--- src/sv/bmf_pkg.sv ---
// shared constants and the cell record of the block median filter
package bmf_pkg;

    localparam int SAMPLE_W   = 14;
    localparam int MAX_WIN    = 32;
    localparam int TAG_W      = $clog2(MAX_WIN);
    localparam int SIZE_W     = 6;
    localparam int TDATA_W    = ((SAMPLE_W + 7) / 8) * 8;

    localparam logic [SIZE_W-1:0] SIZE_RESET = SIZE_W'(5);

    // one slot of the sorted chain: arrival order tag and sample value
    typedef struct packed {
        logic                vld;
        logic [TAG_W-1:0]    tag;
        logic [SAMPLE_W-1:0] val;
    } t_cell;

endpackage

--- src/sv/bmf_cell.sv ---
// one slot of the sorted insertion chain
module bmf_cell (
    input  logic                           i_clk,
    input  logic                           i_rst_n,
    input  logic                           i_ins,
    input  logic                           i_shift,
    input  logic                           i_clr,
    input  logic [bmf_pkg::SAMPLE_W-1:0]   i_sample,
    input  logic [bmf_pkg::TAG_W-1:0]      i_tag,
    input  bmf_pkg::t_cell                 i_left,
    input  logic                           i_left_gt,
    input  bmf_pkg::t_cell                 i_right,
    output bmf_pkg::t_cell                 o_cell,
    output logic                           o_gt
);
    import bmf_pkg::*;

    t_cell r_cell;
    t_cell n_cell;

    // an empty slot counts as larger than any sample
    assign o_gt   = !r_cell.vld || (r_cell.val > i_sample);
    assign o_cell = r_cell;

    always_comb begin
        n_cell = r_cell;
        if (i_clr) begin
            n_cell.vld = 1'b0;
        end else if (i_shift) begin
            n_cell = i_right;
        end else if (i_ins && o_gt) begin
            if (i_left_gt) begin
                n_cell = i_left;
            end else begin
                n_cell.vld = 1'b1;
                n_cell.tag = i_tag;
                n_cell.val = i_sample;
            end
        end
    end

    always_ff @(posedge i_clk) begin
        if (!i_rst_n) begin
            r_cell.vld <= 1'b0;
        end else begin
            r_cell <= n_cell;
        end
    end

endmodule

--- src/sv/block_median_filter.sv ---
// block median filter: sorted insertion chain with windowed median pick
// throughput: one sample per cycle while a window fills; after the last sample of a
//   window s_axis_tready stays low through pick, then output load
// the median goes to r_res at pick and onto m_axis_tdata at load, which waits for a free output
// a window shortened mid-fill walks the chain from its low end
// reset: window size 5, fill count zero, chain empty, no result pending
module block_median_filter (
    input  logic                          i_clk,
    input  logic                          i_rst_n,
    input  logic                          i_cfg_we,
    input  logic [bmf_pkg::SIZE_W-1:0]    i_cfg_wdata,
    input  logic                          s_axis_tvalid,
    output logic                          s_axis_tready,
    input  logic [bmf_pkg::TDATA_W-1:0]   s_axis_tdata,   // [13:0] sample
    output logic                          m_axis_tvalid,
    input  logic                          m_axis_tready,
    output logic [bmf_pkg::TDATA_W-1:0]   m_axis_tdata    // [13:0] median
);
    import bmf_pkg::*;

    localparam logic [1:0] ST_RUN  = 2'd0;
    localparam logic [1:0] ST_PICK = 2'd1;
    localparam logic [1:0] ST_SCAN = 2'd2;
    localparam logic [1:0] ST_LOAD = 2'd3;

    logic [1:0]          r_state, n_state;
    logic [SIZE_W-1:0]   r_size;
    logic [SIZE_W-1:0]   r_fill, n_fill;
    logic [TAG_W-1:0]    r_skip, n_skip;
    logic [SAMPLE_W-1:0] r_res, n_res;
    logic                r_ovld, n_ovld;
    logic [SAMPLE_W-1:0] r_med, n_med;

    logic [SIZE_W-1:0]   w_size;
    logic                w_accept;
    logic                w_ins, w_shift, w_clr;
    logic                w_out_free;
    t_cell               w_cell [MAX_WIN];
    logic                w_gt   [MAX_WIN];
    logic [MAX_WIN-1:0]  w_vld;

    // zero acts as one, anything above capacity saturates
    always_comb begin
        if (r_size == '0) begin
            w_size = SIZE_W'(1);
        end else if (r_size > SIZE_W'(MAX_WIN)) begin
            w_size = SIZE_W'(MAX_WIN);
        end else begin
            w_size = r_size;
        end
    end

    assign s_axis_tready = (r_state == ST_RUN);
    assign w_accept      = s_axis_tvalid && s_axis_tready;
    assign w_out_free    = !r_ovld || m_axis_tready;
    assign w_ins         = w_accept;
    assign w_shift       = (r_state == ST_SCAN);
    assign w_clr         = (r_state == ST_LOAD) && w_out_free;

    genvar gi;
    generate
        for (gi = 0; gi < MAX_WIN; gi++) begin : g_chain
            t_cell w_left, w_right;
            logic  w_left_gt;
            if (gi == 0) begin : g_first
                assign w_left    = '0;
                assign w_left_gt = 1'b0;
            end else begin : g_mid
                assign w_left    = w_cell[gi-1];
                assign w_left_gt = w_gt[gi-1];
            end
            if (gi == MAX_WIN - 1) begin : g_last
                assign w_right = '0;
            end else begin : g_inner
                assign w_right = w_cell[gi+1];
            end
            assign w_vld[gi] = w_cell[gi].vld;

            bmf_cell u_cell (
                .i_clk     (i_clk),
                .i_rst_n   (i_rst_n),
                .i_ins     (w_ins),
                .i_shift   (w_shift),
                .i_clr     (w_clr),
                .i_sample  (s_axis_tdata[SAMPLE_W-1:0]),
                .i_tag     (r_fill[TAG_W-1:0]),
                .i_left    (w_left),
                .i_left_gt (w_left_gt),
                .i_right   (w_right),
                .o_cell    (w_cell[gi]),
                .o_gt      (w_gt[gi])
            );
        end
    endgenerate

    always_comb begin
        n_state = r_state;
        n_fill  = r_fill;
        n_skip  = r_skip;
        n_res   = r_res;
        n_ovld  = r_ovld;
        n_med   = r_med;

        if (r_ovld && m_axis_tready) begin
            n_ovld = 1'b0;
        end

        unique case (r_state)
            ST_RUN: begin
                if (w_accept) begin
                    n_fill = r_fill + SIZE_W'(1);
                    n_skip = w_size[SIZE_W-1:1];
                    if (r_fill >= w_size) begin
                        // window was shortened: keep only the earliest entries
                        n_state = ST_SCAN;
                    end else if (r_fill + SIZE_W'(1) == w_size) begin
                        n_state = ST_PICK;
                    end
                end
            end
            ST_PICK: begin
                n_res   = w_cell[w_size[SIZE_W-1:1]].val;
                n_state = ST_LOAD;
            end
            ST_SCAN: begin
                if (w_cell[0].vld && ({1'b0, w_cell[0].tag} < w_size)) begin
                    if (r_skip == '0) begin
                        n_res   = w_cell[0].val;
                        n_state = ST_LOAD;
                    end else begin
                        n_skip = r_skip - TAG_W'(1);
                    end
                end
            end
            ST_LOAD: begin
                if (w_out_free) begin
                    n_med   = r_res;
                    n_ovld  = 1'b1;
                    n_fill  = '0;
                    n_state = ST_RUN;
                end
            end
            default: n_state = ST_RUN;
        endcase
    end

    always_ff @(posedge i_clk) begin
        if (!i_rst_n) begin
            r_state <= ST_RUN;
            r_size  <= SIZE_RESET;
            r_fill  <= '0;
            r_ovld  <= 1'b0;
        end else begin
            r_state <= n_state;
            r_fill  <= n_fill;
            r_ovld  <= n_ovld;
            if (i_cfg_we) begin
                r_size <= i_cfg_wdata;
            end
        end
    end

    always_ff @(posedge i_clk) begin
        r_skip <= n_skip;
        r_res  <= n_res;
        r_med  <= n_med;
    end

    assign m_axis_tvalid = r_ovld;
    assign m_axis_tdata  = {{(TDATA_W - SAMPLE_W){1'b0}}, r_med};

    // chain occupancy follows the fill count while samples are taken
    a_fill_matches_chain: assert property (@(posedge i_clk) disable iff (!i_rst_n)
        (r_state == ST_RUN) |-> ($countones(w_vld) == int'(r_fill)))
        else $error("chain occupancy differs from fill count");

    a_fill_bound: assert property (@(posedge i_clk) disable iff (!i_rst_n)
        (r_state == ST_RUN) |-> (r_fill < SIZE_W'(MAX_WIN)))
        else $error("fill count reached capacity without a result");

    a_pick_valid: assert property (@(posedge i_clk) disable iff (!i_rst_n)
        (r_state == ST_PICK) |-> w_cell[w_size[SIZE_W-1:1]].vld)
        else $error("median slot empty at pick");

    a_load_shows: assert property (@(posedge i_clk) disable iff (!i_rst_n)
        ((r_state == ST_LOAD) && w_out_free) |=> (m_axis_tvalid && (r_state == ST_RUN)))
        else $error("result not presented after load");

endmodule

--- config.mk ---
export PLATFORM = sky130hd
export DESIGN_NAME = block_median_filter
export DESIGN_NICKNAME = d
export VERILOG_FILES = /design/src/sv/bmf_pkg.sv /design/src/sv/bmf_cell.sv /design/src/sv/block_median_filter.sv
export SDC_FILE = /design/constraint.sdc
export NUM_CORES = 2
export LEC_CHECK = 0
export BUFFER_PORTS_ARGS = -buffer_cell sky130_fd_sc_hd__buf_2
export CAP_MARGIN = 20
export CORE_MARGIN = 1
export CORE_UTILIZATION = 60
export CTS_BUF_LIST = sky130_fd_sc_hd__clkbuf_16
export DETAILED_ROUTE_END_ITERATION = 6
export PLACE_DENSITY = 0.76
export SLEW_MARGIN = 20
export SYNTH_ARGS = -nofsm -noshare
export SYNTH_HDL_FRONTEND = slang
export SYNTH_HIERARCHICAL = 1
export SYNTH_SLANG_ARGS = --single-unit
--- constraint.sdc ---
create_clock -name i_clk -period 6.6 [get_ports i_clk]
set_input_delay 0.66 -clock i_clk [delete_from_list [all_inputs] [get_ports i_clk]]
set_output_delay 0.66 -clock i_clk [all_outputs]
set_load 0.005 [all_outputs]
==> run summary <==
Global routing used 33.6% of the available tracks across all layers. Buffers inserted to repair hold after CTS numbered 0. Relative to the synthesized area, the layout overhead comes to 8.17%. The die width works out to 291 µm.

In this run the number of H-tree levels came out at 3. Across the VDD grid, the largest voltage drop is 0.000323 V. After clock tree synthesis, the clock-pin slew on the worst setup and hold paths is 60 ps. The residual DRC count came out at 1. The I/O pin total was 45; the Yosys warning count was 6. The die span in y was 291 µm; the total of endpoints with negative setup slack in the final report was 0.

The logs give 0 for the hold violation count in the final report and 688 for the number of clock sinks seen by CTS. The final number of max-transition violations is 0. The critical path is of the reg -> reg type. The areal power density over the cells was 421 nW/µm². TritonCTS built the clock tree.

The count of input and output buffers was 40; the CTS buffer count was 80. For the final cell count without fillers, the log shows 6356. The floorplan has 105 rows.

Across the routed clock network, the largest skew measured is 18.7 ps. The layer flagged by global routing as most heavily used is met2. The worst register-to-register path has a depth of 11. For the maximum achievable frequency, the log shows 277 MHz. The final estimated routing congestion in global placement came out at 0.965. The flow ran to the end, but the final reports show violations.

The cell count after placement came out at 6206. Setup repair after global routing left no endpoint under its margin. The final reports fail on DRC. The tools report the core area as 82400 µm².

Max-cap violations in this run came to 0. At the pin with the least slew margin, the transition time is 1260 ps. The first TritonRoute pass finished after 7 iterations. The first global-routing pass estimated 223000 µm of wire. Largest driver fanout on the critical path: 22. The logs give 4813 for the count of routing violations after the opening detailed-route iteration and 8 for the initial antenna violation count. The number of buffers on the longest clock path is 3. The wire-length estimate of the detail-placed layout is 102000 µm.

The clock root buffer master was clkbuf_16. The mean instance size in the synthesized netlist works out to 9.68 µm². The tools report the worst slew margin relative to its limit as 16.2%.

In this run the worst hold path is classified as in -> reg. For hold timing, the worst endpoint is r_size[2]. The effective utilization at floorplan was 60.9%. The per-cell routed wire length was 22.7 µm. The pin count of the biggest net entering global routing was 246. In this run the critical register-to-register path is captured at r_state[0]. The analysis attributes to cell leakage a power of 25.2 nW.

Global routing used 6.78% of the available met3 tracks. After routing the design area is 54300 µm². The floorplan step defined a die boundary enclosing 84800 µm².

For the critical path required time, the log shows 7140 ps. Setup slack on the worst reg-to-reg path comes out at 2980 ps. The fraction of final layout cells sized beyond drive strength 1 was 10.2%. The clock network latency to the later pin of the worst-skew pair was 650 ps. For the worst setup path, the data arrival time is 4160 ps. After detailed routing, the number of vias per cell comes to 6.39.

After technology mapping, the gate count stands at 5182. The run gives 0 as the antenna violation net count after detailed routing. STA classifies the critical path startpoint as a flop. Summed over all layers, the global routing overflow is 0. The startpoint identified for the worst register-to-register timing path is r_size[1]. For this run, global-route usage on met1 was measured as 46.0%. The run gives 0 ps as the final sum of negative setup slack.

Routed via count: 40600. The run gives 39100 as the number of global-route vias before repair. The tools report the buffer count from post-CTS setup fixing as 0.

The worst hold path passes through 3 cells. Critical path endpoint category: a flop. Global routing used 51.3% of the available met2 tracks. Hold is met by 226 ps. The run gives 50200 µm² as the post-synthesis instance area.

In the finished design, the share of the clock period the worst path needs comes to 54.8%. The launch instance of the worst min-delay path was i_cfg_wdata[2]. The wire length reported by the detailed router is 144000 µm.

The post-layout net count was 5709; the minimum clock period was 3620 ps. The placed instances occupy a cell area of 51800 µm². The tools report the number of gates given a new drive strength after cts as 0.
-- layer usage --
metal  routed length, µm  vias to the layer above  part of all wire (%)
li1                    -                    18800                     -
met1               59300                    19300                    41
met5                 124                        -                 0.086
met4                6740                       18                   4.7
met2               62700                     2150                    43
met3               15600                      346                    11
-- final cells by class --
type | count | area (µm²)
fill | 6504 | 28100
multi-input combinational | 3822 | 27400
sequential | 688 | 20200
clock buffer | 80 | 2000
inverter | 493 | 1850
tap | 1070 | 1340
timing repair buffer | 134 | 1010
clock inverter | 67 | 500
antenna | 2 | 5.00
-- registers in the layout, summed over array words and instances, names as in the netlist --
register / count
r_fill: 6
g_chain.u_cell/o_cell: 640
r_med: 14
r_state: 2
m_axis_tvalid: 1
r_size: 6
r_res: 14
r_skip: 5
-- critical path, cell delays in order, from the launching register on --
cell       delay (ps)
dfxtp_2           320
buf_4             360
buf_4             460
nor4_1            150
o21a_1            250
ha_1              290
nand2b_1          140
a211oi_1          230
nor3_1             90
a2111oi_1         740
a21oi_1           160
o221a_2           300
-- worst max-delay path by stage --
stage,from,to,slack [ps],cells past startpoint
6_report,r_size[1],r_state[0],2980,11
5_1_grt,r_size[1],r_state[0],2780,11
4_1_cts,r_size[1],r_state[0],3010,11
3_5_place_dp,s_axis_tdata[3],g_chain[26].u_cell/o_cell[4],2520,11
3_3_place_gp,s_axis_tdata[6],g_chain[17].u_cell/o_cell[13],2560,11
2_1_floorplan,r_state[0],r_res[0],1580,5
-- report_power, final --
part	total [mW]	switching (mW)	internal [mW]
sequential	9.97	2.20	7.77
clock	4.34	1.90	2.45
combinational	8.55	5.32	3.23
-- metrics by stage --
| step | worst slack, ps | util (%) | total power, mW |
|---|---|---|---|
| 3_3_place_gp | 2560 | 62.8 | 17.8 |
| 6_report | 2980 | 65.9 | 22.9 |
| 3_5_place_dp | 2520 | 62.8 | 18.3 |
| 4_1_cts | 3010 | 65.9 | 22.6 |
| 5_1_grt | 2780 | 65.9 | 24.2 |
| 2_1_floorplan | 1580 | - | 15.2 |
-- layout by cell type (no fill, tap or decap), types with 66 or more instances in the layout --
| master | count |
|---|---|
| nand4_1 | 66 |
| ha_1 | 462 |
| clkbuf_16 | 80 |
| nor2_1 | 124 |
| nand2_1 | 928 |
| o21ai_0 | 759 |
| inv_1 | 504 |
| buf_4 | 87 |
| mux2i_1 | 637 |
| a21oi_2 | 96 |
| edfxtp_1 | 641 |
| a21oi_1 | 216 |
Note: power is estimated with default switching activity, not from simulation.
